`src/sv/ffgr_pkg.sv`:
```
package ffgr_pkg;

  // Widths of the item fields.
  localparam int DIM_W   = 3;
  localparam int COORD_W = 3;
  localparam int LEVEL_W = 8;
  localparam int TAG_W   = 3;

  // Opcodes of an input item.
  localparam logic OP_PLACE = 1'b0;
  localparam logic OP_READ  = 1'b1;

  // Palette tags, in the order the color pointer walks through them.
  localparam logic [TAG_W-1:0] TAG_WHITE  = 3'd0;
  localparam logic [TAG_W-1:0] TAG_RED    = 3'd1;
  localparam logic [TAG_W-1:0] TAG_GREEN  = 3'd2;
  localparam logic [TAG_W-1:0] TAG_BLUE   = 3'd3;
  localparam logic [TAG_W-1:0] TAG_PURPLE = 3'd4;

  localparam logic [LEVEL_W-1:0] COLOR_LEVEL_RESET = 8'd32;

  // Command queue between the front and the back.
  localparam int QDEPTH = 2;
  localparam int QPW    = $clog2(QDEPTH);
  localparam int QCW    = $clog2(QDEPTH + 1);

  typedef enum logic [2:0] {
    KIND_PLACE_SCAN,
    KIND_PLACE_ZERO,
    KIND_PLACE_FAIL,
    KIND_READ,
    KIND_READ_OFF
  } cmd_kind_t;

  typedef struct packed {
    cmd_kind_t            kind;
    logic [DIM_W-1:0]     width;
    logic [DIM_W-1:0]     height;
    logic [COORD_W-1:0]   row;
    logic [COORD_W-1:0]   col;
  } cmd_t;

  typedef enum logic [1:0] {
    ST_IDLE,
    ST_SCAN,
    ST_MARK,
    ST_EMIT
  } state_t;

  // Lit components of a palette entry: bit 2 red, bit 1 green, bit 0 blue.
  function automatic logic [2:0] palette_mask(input logic [TAG_W-1:0] tag);
    logic [2:0] m;
    unique case (tag)
      TAG_WHITE:  m = 3'b111;
      TAG_RED:    m = 3'b100;
      TAG_GREEN:  m = 3'b010;
      TAG_BLUE:   m = 3'b001;
      TAG_PURPLE: m = 3'b101;
      default:    m = 3'b111;
    endcase
    return m;
  endfunction

endpackage

```
`src/sv/ffgr_front.sv`:
```
module ffgr_front #(
  parameter int GRID_SIZE = 5
) (
  input  logic                          clk,
  input  logic                          rst_n,
  input  logic                          in_valid,
  output logic                          in_ready,
  input  logic                          in_opcode,
  input  logic [ffgr_pkg::DIM_W-1:0]    in_rect_width,
  input  logic [ffgr_pkg::DIM_W-1:0]    in_rect_height,
  input  logic [ffgr_pkg::COORD_W-1:0]  in_cell_row,
  input  logic [ffgr_pkg::COORD_W-1:0]  in_cell_col,
  output logic                          cmd_valid,
  input  logic                          cmd_pop,
  output ffgr_pkg::cmd_t                cmd
);

  ffgr_pkg::cmd_t                 cls;
  ffgr_pkg::cmd_t                 q_r [ffgr_pkg::QDEPTH];
  logic [ffgr_pkg::QPW-1:0]       wr_ptr_r;
  logic [ffgr_pkg::QPW-1:0]       rd_ptr_r;
  logic [ffgr_pkg::QCW-1:0]       count_r;
  logic [ffgr_pkg::QCW-1:0]       count_nxt;
  logic                           push;

  // Sort the item into the work the back end has to do for it.
  always_comb begin
    cls.width  = in_rect_width;
    cls.height = in_rect_height;
    cls.row    = in_cell_row;
    cls.col    = in_cell_col;
    if (in_opcode == ffgr_pkg::OP_READ) begin
      if (int'(in_cell_row) < GRID_SIZE && int'(in_cell_col) < GRID_SIZE) begin
        cls.kind = ffgr_pkg::KIND_READ;
      end else begin
        cls.kind = ffgr_pkg::KIND_READ_OFF;
      end
    end else if (int'(in_rect_width) > GRID_SIZE || int'(in_rect_height) > GRID_SIZE) begin
      cls.kind = ffgr_pkg::KIND_PLACE_FAIL;
    end else if (in_rect_width == '0 || in_rect_height == '0) begin
      cls.kind = ffgr_pkg::KIND_PLACE_ZERO;
    end else begin
      cls.kind = ffgr_pkg::KIND_PLACE_SCAN;
    end
  end

  assign in_ready  = (count_r != ffgr_pkg::QCW'(ffgr_pkg::QDEPTH));
  assign cmd_valid = (count_r != '0);
  assign cmd       = q_r[rd_ptr_r];
  assign push      = in_valid && in_ready;

  always_comb begin
    count_nxt = count_r;
    case ({push, cmd_pop})
      2'b10:   count_nxt = count_r + 1'b1;
      2'b01:   count_nxt = count_r - 1'b1;
      default: count_nxt = count_r;
    endcase
  end

  always_ff @(posedge clk) begin
    if (!rst_n) begin
      wr_ptr_r <= '0;
      rd_ptr_r <= '0;
      count_r  <= '0;
    end else begin
      count_r <= count_nxt;
      if (push) begin
        wr_ptr_r <= wr_ptr_r + 1'b1;
      end
      if (cmd_pop) begin
        rd_ptr_r <= rd_ptr_r + 1'b1;
      end
    end
  end

  always_ff @(posedge clk) begin
    if (push) begin
      q_r[wr_ptr_r] <= cls;
    end
  end

endmodule

```
`src/sv/ffgr_back.sv`:
```
module ffgr_back #(
  parameter int GRID_SIZE = 5
) (
  input  logic                          clk,
  input  logic                          rst_n,
  input  logic                          cmd_valid,
  output logic                          cmd_pop,
  input  ffgr_pkg::cmd_t                cmd,
  input  logic [ffgr_pkg::LEVEL_W-1:0]  color_level,
  output logic                          out_valid,
  input  logic                          out_ready,
  output logic                          out_placed,
  output logic [ffgr_pkg::COORD_W-1:0]  out_origin_row,
  output logic [ffgr_pkg::COORD_W-1:0]  out_origin_col,
  output logic                          out_grid_full,
  output logic                          out_pixel_on,
  output logic [ffgr_pkg::LEVEL_W-1:0]  out_pixel_red,
  output logic [ffgr_pkg::LEVEL_W-1:0]  out_pixel_green,
  output logic [ffgr_pkg::LEVEL_W-1:0]  out_pixel_blue
);

  localparam int CELLS = GRID_SIZE * GRID_SIZE;
  localparam int RW    = $clog2(GRID_SIZE);
  localparam int IW    = $clog2(CELLS);
  localparam int CW    = $clog2(CELLS + 1);

  ffgr_pkg::state_t               state_r;
  ffgr_pkg::state_t               state_nxt;

  logic [GRID_SIZE-1:0]           occ_r [GRID_SIZE];
  logic [ffgr_pkg::TAG_W-1:0]     tag_mem [CELLS];
  logic [ffgr_pkg::TAG_W-1:0]     tag_rd_r;
  logic [CW-1:0]                  cnt_r;
  logic [ffgr_pkg::TAG_W-1:0]     ptr_r;
  logic [ffgr_pkg::TAG_W-1:0]     ptr_nxt;
  logic                           out_valid_r;

  logic [ffgr_pkg::DIM_W-1:0]     w_r;
  logic [ffgr_pkg::DIM_W-1:0]     h_r;
  logic [RW-1:0]                  r0_r;
  logic [RW-1:0]                  c0_r;
  logic [RW-1:0]                  lim_r_r;
  logic [RW-1:0]                  lim_c_r;
  logic [RW-1:0]                  mr_r;
  logic [RW-1:0]                  mc_r;
  logic [RW-1:0]                  end_r_r;
  logic [RW-1:0]                  end_c_r;
  logic                           res_placed_r;
  logic                           rd_on_r;

  logic [GRID_SIZE-1:0]           col_mask;
  logic                           hit;
  logic                           scan_found;
  logic                           scan_last;
  logic                           mark_we;
  logic                           mark_done;
  logic                           adv_ptr;
  logic                           emit_load;
  logic [RW-1:0]                  rd_row;
  logic [RW-1:0]                  rd_col;
  logic [2:0]                     pmask;

  logic                           out_placed_r;
  logic [ffgr_pkg::COORD_W-1:0]   out_origin_row_r;
  logic [ffgr_pkg::COORD_W-1:0]   out_origin_col_r;
  logic                           out_grid_full_r;
  logic                           out_pixel_on_r;
  logic [ffgr_pkg::LEVEL_W-1:0]   out_pixel_red_r;
  logic [ffgr_pkg::LEVEL_W-1:0]   out_pixel_green_r;
  logic [ffgr_pkg::LEVEL_W-1:0]   out_pixel_blue_r;

  function automatic logic [IW-1:0] cell_idx(input logic [RW-1:0] r, input logic [RW-1:0] c);
    return IW'(int'(r) * GRID_SIZE + int'(c));
  endfunction

  assign rd_row = RW'(cmd.row);
  assign rd_col = RW'(cmd.col);

  // The candidate rectangle at (r0_r, c0_r) overlaps an occupied cell when any
  // row inside its height has a set bit under its column window.
  always_comb begin
    col_mask = '0;
    hit      = 1'b0;
    for (int j = 0; j < GRID_SIZE; j++) begin
      col_mask[j] = (j >= int'(c0_r)) && (j < int'(c0_r) + int'(w_r));
    end
    for (int j = 0; j < GRID_SIZE; j++) begin
      if (j >= int'(r0_r) && j < int'(r0_r) + int'(h_r)) begin
        hit = hit | (|(occ_r[j] & col_mask));
      end
    end
  end

  assign scan_last = (c0_r == lim_c_r) && (r0_r == lim_r_r);
  assign mark_done = (mc_r == end_c_r) && (mr_r == end_r_r);
  assign ptr_nxt   = (ptr_r == ffgr_pkg::TAG_PURPLE) ? ffgr_pkg::TAG_WHITE : ptr_r + 3'd1;

  // Next state.
  always_comb begin
    state_nxt = state_r;
    unique case (state_r)
      ffgr_pkg::ST_IDLE: begin
        if (cmd_valid) begin
          if (cmd.kind == ffgr_pkg::KIND_PLACE_SCAN) begin
            state_nxt = ffgr_pkg::ST_SCAN;
          end else begin
            state_nxt = ffgr_pkg::ST_EMIT;
          end
        end
      end
      ffgr_pkg::ST_SCAN: begin
        if (!hit) begin
          state_nxt = ffgr_pkg::ST_MARK;
        end else if (scan_last) begin
          state_nxt = ffgr_pkg::ST_EMIT;
        end
      end
      ffgr_pkg::ST_MARK: begin
        if (mark_done) begin
          state_nxt = ffgr_pkg::ST_EMIT;
        end
      end
      ffgr_pkg::ST_EMIT: begin
        if (!out_valid_r || out_ready) begin
          state_nxt = ffgr_pkg::ST_IDLE;
        end
      end
      default: state_nxt = ffgr_pkg::ST_IDLE;
    endcase
  end

  // Controls decoded from the state.
  always_comb begin
    cmd_pop    = (state_r == ffgr_pkg::ST_IDLE) && cmd_valid;
    scan_found = (state_r == ffgr_pkg::ST_SCAN) && !hit;
    mark_we    = (state_r == ffgr_pkg::ST_MARK);
    adv_ptr    = (mark_we && mark_done) ||
                 (cmd_pop && cmd.kind == ffgr_pkg::KIND_PLACE_ZERO);
    emit_load  = (state_r == ffgr_pkg::ST_EMIT) && (!out_valid_r || out_ready);
  end

  always_ff @(posedge clk) begin
    if (!rst_n) begin
      state_r     <= ffgr_pkg::ST_IDLE;
      cnt_r       <= '0;
      ptr_r       <= ffgr_pkg::TAG_WHITE;
      out_valid_r <= 1'b0;
      for (int i = 0; i < GRID_SIZE; i++) begin
        occ_r[i] <= '0;
      end
    end else begin
      state_r <= state_nxt;
      if (mark_we) begin
        occ_r[mr_r][mc_r] <= 1'b1;
        cnt_r             <= cnt_r + 1'b1;
      end
      if (adv_ptr) begin
        ptr_r <= ptr_nxt;
      end
      if (emit_load) begin
        out_valid_r <= 1'b1;
      end else if (out_ready) begin
        out_valid_r <= 1'b0;
      end
    end
  end

  // Color tag store, one write and one registered read per cycle.
  always_ff @(posedge clk) begin
    if (mark_we) begin
      tag_mem[cell_idx(mr_r, mc_r)] <= ptr_r;
    end
    if (cmd_pop && cmd.kind == ffgr_pkg::KIND_READ) begin
      tag_rd_r <= tag_mem[cell_idx(rd_row, rd_col)];
    end
  end

  always_ff @(posedge clk) begin
    if (cmd_pop) begin
      w_r          <= cmd.width;
      h_r          <= cmd.height;
      r0_r         <= '0;
      c0_r         <= '0;
      lim_r_r      <= RW'(GRID_SIZE) - RW'(cmd.height);
      lim_c_r      <= RW'(GRID_SIZE) - RW'(cmd.width);
      res_placed_r <= (cmd.kind == ffgr_pkg::KIND_PLACE_ZERO);
      rd_on_r      <= (cmd.kind == ffgr_pkg::KIND_READ) && occ_r[rd_row][rd_col];
    end else if (state_r == ffgr_pkg::ST_SCAN) begin
      if (scan_found) begin
        res_placed_r <= 1'b1;
        mr_r         <= r0_r;
        mc_r         <= c0_r;
        end_r_r      <= r0_r + RW'(h_r - 3'd1);
        end_c_r      <= c0_r + RW'(w_r - 3'd1);
      end else if (scan_last) begin
        r0_r <= '0;
        c0_r <= '0;
      end else if (c0_r == lim_c_r) begin
        c0_r <= '0;
        r0_r <= r0_r + 1'b1;
      end else begin
        c0_r <= c0_r + 1'b1;
      end
    end else if (mark_we) begin
      if (mc_r == end_c_r) begin
        mc_r <= c0_r;
        mr_r <= mr_r + 1'b1;
      end else begin
        mc_r <= mc_r + 1'b1;
      end
    end
  end

  assign pmask = ffgr_pkg::palette_mask(tag_rd_r);

  // Output register; it holds its item while the receiver stalls.
  always_ff @(posedge clk) begin
    if (emit_load) begin
      out_placed_r     <= res_placed_r;
      out_origin_row_r <= res_placed_r ? ffgr_pkg::COORD_W'(r0_r) : '0;
      out_origin_col_r <= res_placed_r ? ffgr_pkg::COORD_W'(c0_r) : '0;
      out_grid_full_r  <= (cnt_r == CW'(CELLS));
      out_pixel_on_r   <= rd_on_r;
      out_pixel_red_r  <= (rd_on_r && pmask[2]) ? color_level : '0;
      out_pixel_green_r <= (rd_on_r && pmask[1]) ? color_level : '0;
      out_pixel_blue_r <= (rd_on_r && pmask[0]) ? color_level : '0;
    end
  end

  assign out_valid       = out_valid_r;
  assign out_placed      = out_placed_r;
  assign out_origin_row  = out_origin_row_r;
  assign out_origin_col  = out_origin_col_r;
  assign out_grid_full   = out_grid_full_r;
  assign out_pixel_on    = out_pixel_on_r;
  assign out_pixel_red   = out_pixel_red_r;
  assign out_pixel_green = out_pixel_green_r;
  assign out_pixel_blue  = out_pixel_blue_r;

endmodule

```
`src/sv/first_fit_grid_rect_placer.sv`:
```
// First-fit rectangle placer on a GRID_SIZE x GRID_SIZE occupancy grid.
// Input channel (in_valid/in_ready): an item with in_opcode place asks for a
// free in_rect_height x in_rect_width rectangle; an item with in_opcode read
// asks for the color of cell (in_cell_row, in_cell_col). Every item gives one
// result item on the output channel (out_valid/out_ready).
// A read goes from the command queue straight to the output register. A place
// first scans origins in row-major order (at most 25 on the default grid),
// checking one origin per cycle against the occupancy bitmap, then marks the
// cells of the rectangle, writing one cell per cycle to the color tag RAM,
// before its result is registered. Zero-size and oversize places and reads
// off the grid skip the scan and the marking.
// A two-item command queue sits in front of the engine, so new items are
// accepted while the engine works or while a result waits in the output
// register for a stalled receiver; in_ready drops only when that queue fills.
// cfg_wr_en/cfg_wr_data set the color level, applied when a cell is read.
// Reset (rst_n low, synchronous) empties the grid at once, sets the color
// pointer to white and the color level to 32; the tag RAM needs no clearing.
module first_fit_grid_rect_placer #(
  parameter int GRID_SIZE = 5
) (
  input  logic                          clk,
  input  logic                          rst_n,
  input  logic                          in_valid,
  output logic                          in_ready,
  input  logic                          in_opcode,
  input  logic [ffgr_pkg::DIM_W-1:0]    in_rect_width,
  input  logic [ffgr_pkg::DIM_W-1:0]    in_rect_height,
  input  logic [ffgr_pkg::COORD_W-1:0]  in_cell_row,
  input  logic [ffgr_pkg::COORD_W-1:0]  in_cell_col,
  output logic                          out_valid,
  input  logic                          out_ready,
  output logic                          out_placed,
  output logic [ffgr_pkg::COORD_W-1:0]  out_origin_row,
  output logic [ffgr_pkg::COORD_W-1:0]  out_origin_col,
  output logic                          out_grid_full,
  output logic                          out_pixel_on,
  output logic [ffgr_pkg::LEVEL_W-1:0]  out_pixel_red,
  output logic [ffgr_pkg::LEVEL_W-1:0]  out_pixel_green,
  output logic [ffgr_pkg::LEVEL_W-1:0]  out_pixel_blue,
  input  logic                          cfg_wr_en,
  input  logic [ffgr_pkg::LEVEL_W-1:0]  cfg_wr_data
);

  logic [ffgr_pkg::LEVEL_W-1:0] color_level_r;
  logic                         cmd_valid;
  logic                         cmd_pop;
  ffgr_pkg::cmd_t               cmd;

  // Color level register. The user must write it only while the block is idle; the block itself does not enforce this.
  always_ff @(posedge clk) begin
    if (!rst_n) begin
      color_level_r <= ffgr_pkg::COLOR_LEVEL_RESET;
    end else if (cfg_wr_en) begin
      color_level_r <= cfg_wr_data;
    end
  end

  // The front end classifies each item (place with a scan, zero-size place,
  // oversize place, read, read off the grid) and queues it.
  ffgr_front #(
    .GRID_SIZE (GRID_SIZE)
  ) u_front (
    .clk            (clk),
    .rst_n          (rst_n),
    .in_valid       (in_valid),
    .in_ready       (in_ready),
    .in_opcode      (in_opcode),
    .in_rect_width  (in_rect_width),
    .in_rect_height (in_rect_height),
    .in_cell_row    (in_cell_row),
    .in_cell_col    (in_cell_col),
    .cmd_valid      (cmd_valid),
    .cmd_pop        (cmd_pop),
    .cmd            (cmd)
  );

  // The back end owns the grid, the tag RAM and the color pointer, and runs
  // one command at a time through scan, mark and result.
  ffgr_back #(
    .GRID_SIZE (GRID_SIZE)
  ) u_back (
    .clk             (clk),
    .rst_n           (rst_n),
    .cmd_valid       (cmd_valid),
    .cmd_pop         (cmd_pop),
    .cmd             (cmd),
    .color_level     (color_level_r),
    .out_valid       (out_valid),
    .out_ready       (out_ready),
    .out_placed      (out_placed),
    .out_origin_row  (out_origin_row),
    .out_origin_col  (out_origin_col),
    .out_grid_full   (out_grid_full),
    .out_pixel_on    (out_pixel_on),
    .out_pixel_red   (out_pixel_red),
    .out_pixel_green (out_pixel_green),
    .out_pixel_blue  (out_pixel_blue)
  );

`ifndef NO_ASSERTIONS
  // A place result never carries pixel data.
  a_place_no_pixel: assert property (@(posedge clk) disable iff (!rst_n)
    out_valid && out_placed |-> !out_pixel_on)
    else $error("place result has pixel_on set");

  // An empty or unread cell reports black.
  a_off_is_black: assert property (@(posedge clk) disable iff (!rst_n)
    out_valid && !out_pixel_on |->
      out_pixel_red == '0 && out_pixel_green == '0 && out_pixel_blue == '0)
    else $error("pixel color without pixel_on");

  // The queue only pops what it holds.
  a_pop_has_cmd: assert property (@(posedge clk) disable iff (!rst_n)
    cmd_pop |-> cmd_valid)
    else $error("command popped from an empty queue");

  // Reset restores the default color level.
  a_level_reset: assert property (@(posedge clk)
    !rst_n |=> color_level_r == ffgr_pkg::COLOR_LEVEL_RESET)
    else $error("color level not restored by reset");
`endif

endmodule

```
`config.mk`:
```
export PLATFORM = sky130hd
export DESIGN_NAME = first_fit_grid_rect_placer
export DESIGN_NICKNAME = d
export VERILOG_FILES = /design/src/sv/ffgr_pkg.sv /design/src/sv/ffgr_front.sv /design/src/sv/ffgr_back.sv /design/src/sv/first_fit_grid_rect_placer.sv
export SDC_FILE = /design/constraint.sdc
export NUM_CORES = 1
export LEC_CHECK = 0
export BUFFER_PORTS_ARGS = -buffer_cell sky130_fd_sc_hd__buf_4
export CAP_MARGIN = 25
export CORE_ASPECT_RATIO = 1.75
export CORE_UTILIZATION = 50
export DETAILED_ROUTE_END_ITERATION = 16
export HOLD_SLACK_MARGIN = 0.15
export PLACE_DENSITY_LB_ADDON = 0.05
export SYNTH_ARGS = -nofsm -noshare
export SYNTH_HDL_FRONTEND = slang
export SYNTH_SLANG_ARGS = --single-unit
```
`constraint.sdc`:
```
create_clock -name clk -period 4.7 [get_ports clk]
set_clock_uncertainty 0.05 [all_clocks]
set_input_delay 0.705 -clock clk [delete_from_list [all_inputs] [get_ports clk]]
set_output_delay 0.705 -clock clk [all_outputs]
set_load 0.02 [all_outputs]
```
**Word level (Yosys, flattened, before mapping)**

Memory sizes are Yosys's and may differ from the RTL's. A register that Yosys moved wholly into a read port is not among the register bits.
Index checks and enable logic that the tools add are counted.

- Flip-flop bits (word level): 88
- Bits in latches: 0
- Memory bits (writable): 130
- Memory bits (read-only): 0
- Input bits: 26
- Output and inout port bits: 35
- Memories kept: 3

- $add $sub $neg: 20
- $mul: 2
- Div/mod/pow operators: 0
- $lt $le $gt $ge: 27
- Equality and inequality tests: 23
- Shift-type cells: 0
- Multiplexer cells: 52
- Bitwise operators: 11
- Reduce and logical (&&, ||, !) cells: 56

Memories:

| name | depth | width | rd ports | clocked after Yosys merged registers in | write ports | line | source |
|---|---|---|---|---|---|---|---|
| u_back.tag_mem | 25 | 3 | 1 | 1 | 1 | ffgr_back.sv:31 | `logic [ffgr_pkg::TAG_W-1:0] tag_mem [CELLS];` |
| u_front.q_r | 2 | 15 | 1 | 1 | 1 | ffgr_front.sv:19 | `ffgr_pkg::cmd_t q_r [ffgr_pkg::QDEPTH];` |
| u_back.occ_r | 5 | 5 | 6 | 0 | 5 | ffgr_back.sv:30 | `logic [GRID_SIZE-1:0] occ_r [GRID_SIZE];` |

Operators by type and width:

| cell | count |
|---|---|
| 3-bit by 32-bit < comparator with 1-bit output (first input constant) | 4 |
| 1-bit by 32-bit < comparator with 1-bit output (first input constant) | 2 |
| 2-bit by 32-bit < comparator with 1-bit output (first input constant) | 2 |
| 4-bit by 32-bit < comparator with 1-bit output (first input constant) | 2 |
| 3-bit two-way mux | 17 |
| 5-bit OR reduction | 6 |
| 5-bit AND | 5 |
| 1-bit logical AND | 25 |
| 1-bit two-way mux | 21 |
| 2-bit nonzero test | 8 |
| 3-bit by 1-bit adder with 3-bit output (second input constant) | 5 |
| 5-bit two-way mux | 3 |
| 3-bit equality test | 4 |
| 1-bit by 3-bit >= comparator with 1-bit output (first input constant) | 4 |
| 2-bit by 3-bit >= comparator with 1-bit output (first input constant) | 4 |
| 2-bit two-way mux | 6 |
| 3-bit one-hot mux with 4 select lines | 1 |
| 5-bit by 4-bit adder with 5-bit output | 2 |
| 3-bit by 3-bit multiplier with 5-bit output (second input constant) | 2 |
| 3-bit by 2-bit equality test with 1-bit output (second input constant) | 3 |
| 3-bit logical NOT | 3 |
| 3-bit AND reduction | 3 |
| 3-bit by 3-bit adder with 4-bit output | 2 |
| 3-bit by 4-bit < comparator with 1-bit output (second input constant) | 2 |
| 30 further kinds | 55 |

**Longest topological paths before layout**

Gate-level depths: netlist of the first run.

- Depth in word-level cells: 19
- Depth in mapped cells: 12
- Gate-level depth less buffers: 9

**Cells and area by module**

A second synthesis of the first run with hierarchy kept.

- Cell total of the unflattened synthesis: 801
- Area, all modules: 10,804.1 µm²

Modules (own cells, without submodules):

| module | instances | cells an instance | area each (µm²) |
|---|---|---|---|
| ffgr_back | 1 | 694 | 9,148.8 |
| ffgr_front | 1 | 82 | 1,356.3 |
| first_fit_grid_rect_placer | 1 | 25 | 299.0 |

**Worst setup path before layout of the first run**

No wires, ideal clock.

- Path kind: register to register
- Start point: register with a tool-made name
- End point: register u_back.tag_rd_r[0] (netlist bit) (read register of u_back.tag_mem), data pin
- Library setup time: 0.260 ns
- Arrival: 3.834 ns
- Path slack: 0.557 ns
- Cell stages (with the launch flop): 11
- Buffers on the path: 2
- Cells stage by stage: dfxtp_1 buf_2 mux2i_1 clkbuf_1 inv_1 ha_1 ha_1 fa_1 xor2_1 mux4_2 mux2_2

RTL lines:

| element | line | source |
|---|---|---|
| to (decl) | ffgr_back.sv:32 | `logic [ffgr_pkg::TAG_W-1:0] tag_rd_r;` |

==> flow_summary_export.csv, run 1 <==
group,metric,value,unit
synthesis,synthesis.area,0.0108,mm2
layout,antenna_cells,0,
timing,fmax,0.253,GHz
synthesis,synthCells,845,
die,die_x,113,um
cts,root_buffer,"clkbuf_16",
grt,grt_first_pass_wirelength,38.4,mm
cts,cts.sinks,235,
cts,cts_tree,"built",
worst_setup_path,end_kind,"register",
cts,cts_resized,0,
worst_setup_path,cp_slowest_cell,"dfxtp_1",
routing,drtAntennaViolNets,0,
layout,layout-drive-gt1-share,0.159,
placed_design,place_area,0.0116,mm2
timing,setup_violations,0,
die,dieArea,0.0222,mm2
worst_hold_path,worstHoldPathType,"in -> reg",
power,p_leak,4.44,nW
worst_hold_path,min_path_cells,1,
placed_design,dp_slack,720,ps
timing,layout_setup_ws,741,ps
worst_setup_path,slowest_delay,880,ps
worst_hold_path,hp-start,"in_cell_col[2]",
job,max_cap_viol_count,0,
outcome,outcome,"complete, no violations",
worst_hold_path,whs_endpoint,"u_front.q_r[1][2]",
die,placementRows,70,
die,die_h,197,um
timing,slew-limit-headroom,0.320,
synthesis,syn_area_per_cell,12.8,um2
grt,grt_usage,0.230,
routing,vias_per_cell,5.82,
die,start_util,0.514,
worst_setup_path,critical_path_required,4920,ps
routing,drt-pass1-iter-count,7,
timing,period_share,0.842,
cts,clk_latency,520,ps
cts,clk_pin_slew,70,ps
worst_setup_path,reg2reg_depth,8,
worst_setup_path,crit_chain,"mux2_2 -> ha_1 -> ha_1 -> fa_1 -> xor2_1 -> buf_4 -> mux4_2 -> mux2_2",
power,power.total,7.43,mW
routing,post-route-drc-count,0,
routing,wl_per_cell,21.1,um
routing,wl,25.0,mm
layout,utilization,0.582,
layout,synthToLayoutAreaGrowth,13.2,%
placed_design,place_inst,1141,
power,p_per_area,607,mW/mm2
synthesis,syn_nets,921,
cts,numCtsBuffers,22,
cts,htree_levels,1,
placed_design,dp_hpwl,18.5,mm
grt,gr-total-overflow,0,
cts,clk_path_buf_depth,3,
grt,grt_antenna_before_repair,0,
cts,cts_setup_buffers,0,
synthesis,ys_types,64,
routing,drt_iter0_drc,431,
placed_design,place.gp.congestion,0.921,
worst_setup_path,worstSetupStartpointType,"register",
worst_setup_path,crit_fanout,17,
timing,fin_crit,3960,ps
grt,grt_max_degree,55,
timing,final.setup.tns,0,ps
grt,grt_pass1_vias,7163,
synthesis,synth-main-ff-cell,"edfxtp_1",
layout,finalNonFillerCells,1183,
synthesis,yosys_register_bits,235,
timing,tightest_slew,1020,ps
worst_setup_path,r2r-end,"u_back.tag_rd_r[2]",
timing,rsz0062_at_grt,"no",
worst_setup_path,timing_worst_setup_path_type,"reg -> reg",
timing,worst_hold_slack,330,ps
synthesis,synth-seq-area-share,0.588,
worst_setup_path,cp.arrival,4180,ps
timing,hold_viol,0,
synthesis,synth_area_leaders,"edfxtp_1, dfxtp_1, ha_1, mux4_2, mux2i_1",
layout,nets,991,
placed_design,portBuffers,60,
timing,final-max-slew-violation-count,0,
synthesis,synth-async-reset-ratio,0,
die,core_area,0.0210,mm2
cts,cts_hold_buffers,0,
worst_setup_path,rrSetupSlack,740,ps
synthesis,yosysTopAreaCell,"edfxtp_1",
synthesis,synth-edff-count,165,
layout,final_cell_area,0.0122,mm2
power,vdd_drop_max,369,uV
routing,vias,6884,
die,ios,61,
synthesis,synth_warnings,0,
synthesis,synth_top_area_frac,0.458,
layer usage:
layer / GRT usage / part of all wire
met1: 0.226 / 0.34
met2: 0.452 / 0.56
met3: 0.0271 / 0.034
met4: 0.131 / 0.062
met5: 0 / 0
power by group:
part           internal [mW]  switching, mW
clock                  0.888          0.750
sequential              2.62          0.221
combinational           1.32           1.63
worst max-delay path: cells and delay by family (launching register included):
family     cells  cell delay [ps]
flops          1              880
fa+ha+maj      3             1100
mux            3             1310
buf+inv        1              200
xor+xnor       1              190
cells in the final DEF (no fill, tap or decap), types with 17 or more instances in the layout:
master     count
a211oi_1      17
a21oi_1       17
and2_1        40
buf_4         72
clkbuf_16     22
dfxtp_1       70
edfxtp_1     165
ha_1          46
inv_1         42
mux2i_1       32
mux4_2        22
nand2_1       63
nand3_1       23
nor2_1        48
o21ai_0       37
o21bai_1      17
xnor2_1       22
registers in the layout, indices dropped and copies added (netlist names), 5 cells and up, named ones only:
| register | cells |
|---|---|
| u_back.tag_mem | 75 |
| u_back.out_pixel_red | 8 |
| u_back.out_pixel_blue | 8 |
| u_back.out_pixel_green | 8 |
| u_back.cnt_r | 5 |
| u_front.q_r | 30 |
| u_back.occ_r | 40 |
| color_level_r | 8 |
Yosys cell counts, drive strengths merged, types with 3 or more instances:
master / instances
or3: 6
xnor2: 22
and2: 40
a21boi: 9
o31ai: 3
inv: 42
dfxtp: 70
nand3b: 9
mux4: 22
clkbuf: 21
a211oi: 17
a21oi: 17
o21ai: 38
a211o: 3
o41ai: 5
a41oi: 4
o211ai: 3
nand3: 23
buf: 7
edfxtp: 165
nand4: 3
nor3: 12
ha: 46
nor2b: 17
nor3b: 5
fa: 4
mux2i: 33
a32oi: 7
a31oi: 4
xor2: 12
o21bai: 17
nor2: 48
mux2: 13
nand2: 63
logic make-up (layout without fill, tap and decap cells):
logic type	count (synthesis)	in the layout	share of synthesized area
compound gates	146	146	0.0921
xor+xnor	34	34	0.0275
fa+ha+maj	50	50	0.0606
buf+inv	70	156	0.0251
flops	235	235	0.588
mux	68	68	0.0911
simple gates	242	242	0.116
worst max path at each step:
stage / from / end / slack [ps] / depth (start not counted)
floorplan: register / u_back.tag_rd_r[0] / 560 / 10
global placement: register / u_back.tag_rd_r[1] / 820 / 8
detailed placement: register / u_back.tag_rd_r[2] / 720 / 8
CTS: register / u_back.tag_rd_r[2] / 720 / 8
global route: u_back.c0_r[1] / u_back.end_c_r[2] / 480 / 9
finish: register / u_back.tag_rd_r[2] / 740 / 8
layout make-up:
cell class / instances / area (um2)
fill: 1752 / 8780
multi-input combinational: 540 / 4190
timing repair buffer: 74 / 573
clock buffer: 31 / 594
tap: 252 / 315
inverter: 42 / 158
sequential: 235 / 6360
clock inverter: 9 / 57.6
Power figures use the tool's default switching activity.
==> inputs of run 2 (changes only) <==
==> constraint.sdc (replaced) <==
create_clock -name clk -period 3.98 [get_ports clk]
set_clock_uncertainty 0.05 [all_clocks]
set_input_delay 0.597 -clock clk [delete_from_list [all_inputs] [get_ports clk]]
set_output_delay 0.597 -clock clk [all_outputs]
set_load 0.02 [all_outputs]
==> flow_summary_export.csv, run 2 (same netlist as run 1, synthesis figures left out) <==
group,metric,value,unit
routing,wl,24.6,mm
worst_setup_path,critPathBufInv,2,
timing,final.setup.tns,0,ps
timing,tightest_slew,996,ps
grt,grt_usage,0.227,
routing,post-route-drc-count,0,
routing,vias_per_cell,5.82,
cts,numCtsBuffers,22,
worst_setup_path,critical_path.top_delay_family,"multiplexers",
power,p_per_area,713,mW/mm2
worst_setup_path,critical_path_required,4190,ps
cts,clk_pin_slew,60,ps
cts,cts_hold_buffers,0,
layout,largest_register,"u_back.tag_mem",
timing,fin_crit,3680,ps
grt,grt_antenna_before_repair,0,
die,dieArea,0.0222,mm2
placed_design,place.gp.congestion,0.900,
timing,fmax,0.272,GHz
worst_setup_path,cp_slowest_cell,"mux4_2",
grt,grt_first_pass_wirelength,38.0,mm
grt,grt_pass1_vias,7089,
outcome,outcome,"complete, no violations",
layout,finalNonFillerCells,1184,
layout,fillers,1760,
layout,final_common_cell,"edfxtp_1",
cts,cts_tree,"built",
layout,layout-drive-gt1-share,0.164,
worst_setup_path,cp.arrival,3890,ps
layout,reg_top3,"u_back.tag_mem: 75 flops, u_back.occ_r: 40 flops, u_front.q_r: 30 flops",
cts,cts_setup_buffers,0,
routing,drt_iter0_drc,464,
worst_setup_path,timing_worst_setup_path_type,"reg -> reg",
cts,clk_path_buf_depth,3,
job,max_cap_viol_count,0,
power,p_leak,4.45,nW
cts,cts_resized,0,
worst_hold_path,worstHoldPathType,"in -> reg",
routing,drtAntennaViolNets,0,
timing,setup_violations,0,
worst_setup_path,worstSetupStartpointType,"register",
routing,vias,6888,
layout,seq_area,0.00636,mm2
worst_setup_path,critPathMostFrequentCell,"ha_1",
timing,period_share,0.924,
cts,htree_levels,1,
die,die_h,197,um
layout,synthToLayoutAreaGrowth,13.6,%
cts,root_buffer,"clkbuf_16",
cts,cts.sinks,235,
routing,drt-pass1-iter-count,5,
cts,clk_latency,510,ps
placed_design,place_inst,1142,
layout,layout_common_cells,"edfxtp_1, buf_4, dfxtp_1",
placed_design,dp_hpwl,18.1,mm
die,ios,61,
die,placementRows,70,
layout,nets,992,
die,core_area,0.0210,mm2
placed_design,portBuffers,60,
timing,final-max-slew-violation-count,0,
worst_setup_path,crit_chain,"buf_4 -> mux2i_1 -> inv_1 -> ha_1 -> ha_1 -> fa_1 -> xor2_2 -> mux4_2 -> mux2_2",
grt,grt_max_degree,55,
layout,multiInputGateArea,0.00420,mm2
worst_setup_path,slowest_delay,560,ps
routing,wl_per_cell,20.8,um
layout,largest_reg_flops,75,
timing,hold_viol,0,
timing,rsz0062_at_grt,"no",
worst_setup_path,end_kind,"register",
timing,slew-limit-headroom,0.335,
die,die_x,113,um
layout,antenna_cells,0,
power,vdd_drop_max,432,uV
die,start_util,0.514,
worst_setup_path,crit_fanout,14,
grt,gr-total-overflow,0,
==> run 2: changes by cell type in the layout (fill, tap and decap cells not counted), sizes merged <==
cell and change:
clkinvlp +2, clkinv -1
==> run 2: per-layer routing <==
layer,up-vias,GRT usage,wire length [um]
met5,-,0,0
met4,0,0.123,1360
met3,56,0.0258,949
met2,186,0.443,13800
met1,3383,0.229,8460
li1,3263,-,-
==> run 2: cell type report <==
type | count | share of cell area
Sequential cell | 235 | 0.518
Timing Repair Buffer | 75 | 0.0475
Clock inverter | 10 | 0.00459
Tap cell | 252 | 0.0257
Multi-Input combinational cell | 540 | 0.342
Inverter | 42 | 0.0128
Clock buffer | 30 | 0.0498
==> run 2: stage by stage <==
stage / util / power, mW / area [um2] / hold WS, ps / setup slack, ps
after floorplan: - / 5.93 / 10800 / 361 / 8.30
after global placement: 0.551 / 6.72 / 11600 / 380 / 392
after detailed placement: 0.551 / 6.86 / 11600 / 382 / 284
after CTS: 0.583 / 8.83 / 12200 / 218 / 274
after global routing: 0.584 / 9.29 / 12300 / 220 / 104
final: 0.584 / 8.76 / 12300 / 231 / 302
==> run 2: path summary, 6_finish.rpt <==
path	start	to	slack, ps	depth (start not counted)
setup / recovery	register	u_back.tag_rd_r[2]	300	9
hold / removal	in_cell_row[1]	u_front.q_r[0][4]	230	1
setup reg to reg	register	u_back.tag_rd_r[2]	300	9
hold reg to reg	u_back.occ_r[6][3]	u_back.occ_r[6][3]	400	1
==> run 2: power by group <==
| part | internal (mW) | switching [mW] | total (mW) |
|---|---|---|---|
| clock | 1.08 | 0.871 | 1.95 |
| sequential | 3.09 | 0.235 | 3.33 |
| combinational | 1.54 | 1.94 | 3.48 |
==> inputs of run 3 (changes only) <==
--- a/config.mk
+++ b/config.mk
@@ -7,11 +7,10 @@
 export LEC_CHECK = 0
 export BUFFER_PORTS_ARGS = -buffer_cell sky130_fd_sc_hd__buf_4
 export CAP_MARGIN = 25
-export CORE_ASPECT_RATIO = 1.75
 export CORE_UTILIZATION = 50
 export DETAILED_ROUTE_END_ITERATION = 16
 export HOLD_SLACK_MARGIN = 0.15
-export PLACE_DENSITY_LB_ADDON = 0.05
+export PLACE_DENSITY = 0.67
 export SYNTH_ARGS = -nofsm -noshare
 export SYNTH_HDL_FRONTEND = slang
 export SYNTH_SLANG_ARGS = --single-unit
==> flow_summary_export.csv, run 3 (same netlist as run 1, synthesis figures left out) <==
group,metric,value,unit
layout,layout_common_cells,"edfxtp_1, buf_4, dfxtp_1",
cts,root_buffer,"clkbuf_16",
worst_setup_path,timing_worst_setup_path_type,"reg -> reg",
routing,wl,22.9,mm
grt,gr-total-overflow,0,
layout,fillers,1720,
grt,grt_pass1_vias,6593,
grt,grt_max_degree,48,
timing,rsz0062_at_grt,"no",
routing,drt_iter0_drc,530,
worst_setup_path,worstSetupStartpointType,"register",
worst_setup_path,end_kind,"register",
layout,layout-drive-gt1-share,0.168,
worst_setup_path,cp_slowest_cell,"mux4_2",
timing,tightest_slew,994,ps
layout,antenna_cells,0,
worst_setup_path,crit_chain,"buf_4 -> mux2_2 -> ha_1 -> ha_1 -> fa_1 -> xor2_2 -> mux4_2 -> mux2_2",
timing,worst_hold_slack,212,ps
grt,grt_usage,0.213,
timing,final-max-slew-violation-count,0,
timing,fmax,0.276,GHz
die,die_h,149,um
power,vdd_drop_max,409,uV
timing,final.setup.tns,0,ps
cts,cts.sinks,235,
worst_setup_path,critical_path_required,4210,ps
die,core_area,0.0211,mm2
layout,synthToLayoutAreaGrowth,15.4,%
worst_hold_path,hp-start,"in_cell_row[1]",
cts,clk_pin_slew,60,ps
worst_setup_path,r2r-end,"u_back.tag_rd_r[2]",
cts,htree_levels,1,
timing,slew-limit-headroom,0.336,
routing,wl_per_cell,18.8,um
worst_hold_path,min_path_cells,1,
cts,cts_tree,"built",
timing,hold_viol,0,
layout,utilization,0.592,
cts,cts_hold_buffers,0,
routing,vias_per_cell,5.60,
worst_setup_path,rrSetupSlack,350,ps
timing,fin_crit,3630,ps
routing,post-route-drc-count,0,
layout,seq_area,0.00636,mm2
cts,cts_setup_buffers,0,
layout,multiInputGateArea,0.00420,mm2
worst_hold_path,worstHoldPathType,"in -> reg",
die,dieArea,0.0222,mm2
worst_setup_path,critPathBufInv,1,
timing,setup_violations,0,
grt,grt_antenna_before_repair,0,
power,p_leak,4.54,nW
placed_design,place.gp.congestion,0.929,
routing,drt-pass1-iter-count,5,
layout,largest_register,"u_back.tag_mem",
die,start_util,0.513,
routing,vias,6823,
worst_setup_path,slowest_delay,580,ps
worst_setup_path,cp.arrival,3860,ps
layout,final_common_cell,"edfxtp_1",
worst_setup_path,critical_path.top_delay_family,"multiplexers",
power,p_per_area,739,mW/mm2
timing,period_share,0.912,
grt,grt_first_pass_wirelength,36.3,mm
cts,cts_resized,0,
placed_design,dp_hpwl,16.1,mm
die,ios,61,
layout,nets,1000,
worst_setup_path,crit_fanout,15,
routing,drtAntennaViolNets,0,
cts,numCtsBuffers,25,
layout,largest_reg_flops,75,
outcome,outcome,"complete, no violations",
cts,clk_path_buf_depth,3,
die,placementRows,53,
layout,reg_top3,"u_back.tag_mem: 75 flops, u_back.occ_r: 40 flops, u_front.q_r: 30 flops",
worst_hold_path,whs_endpoint,"u_front.q_r[0][4]",
cts,clk_latency,530,ps
job,max_cap_viol_count,0,
die,die_x,149,um
power,power.total,9.23,mW
placed_design,portBuffers,60,
worst_setup_path,reg2reg_depth,8,
## run 3: how the worst max path moves through the flow
stage | cells past startpoint | end
4_1_cts | 8 | u_back.tag_rd_r[2]
5_1_grt | 9 | u_back.end_c_r[2]
6_report | 8 | u_back.tag_rd_r[2]
3_3_place_gp | 8 | u_back.tag_rd_r[0]
2_1_floorplan | 10 | u_back.tag_rd_r[0]
3_5_place_dp | 8 | u_back.tag_rd_r[2]
## run 3: layout make-up
type / count / area share
Clock buffer: 33 / 0.0533
Timing Repair Buffer: 80 / 0.0491
Tap cell: 275 / 0.0276
Clock inverter: 13 / 0.0111
Multi-Input combinational cell: 540 / 0.337
Inverter: 42 / 0.0126
Sequential cell: 235 / 0.509
## run 3: per-layer routing
metal | vias up | GRT usage | part of all wire
met5 | - | 0 | 0
met1 | 3297 | 0.305 | 0.46
met2 | 199 | 0.339 | 0.46
met4 | 0 | 0.0597 | 0.021
met3 | 41 | 0.0297 | 0.060
li1 | 3286 | - | -
## run 3: per-stage QoR
step                setup slack (ps)  instances  cell area, um2
finish                           351       1218           12500
global route                     114       1218           12500
CTS                              334       1217           12500
detailed placement               329       1171           11700
global placement                 382       1171           11700
floorplan                       8.30        845           10800
## run 3: power breakdown
group | switching [mW] | internal, mW
Clock | 0.933 | 1.37
Sequential | 0.220 | 3.09
Combinational | 2.04 | 1.57
Total | 3.20 | 6.03
## run 3: worst reg2reg max path, cell delays in order (launching register included)
cell	delay (ps)
dfxtp_1	380
buf_4	280
mux2_2	410
ha_1	280
ha_1	230
fa_1	420
xor2_2	500
mux4_2	580
mux2_2	270
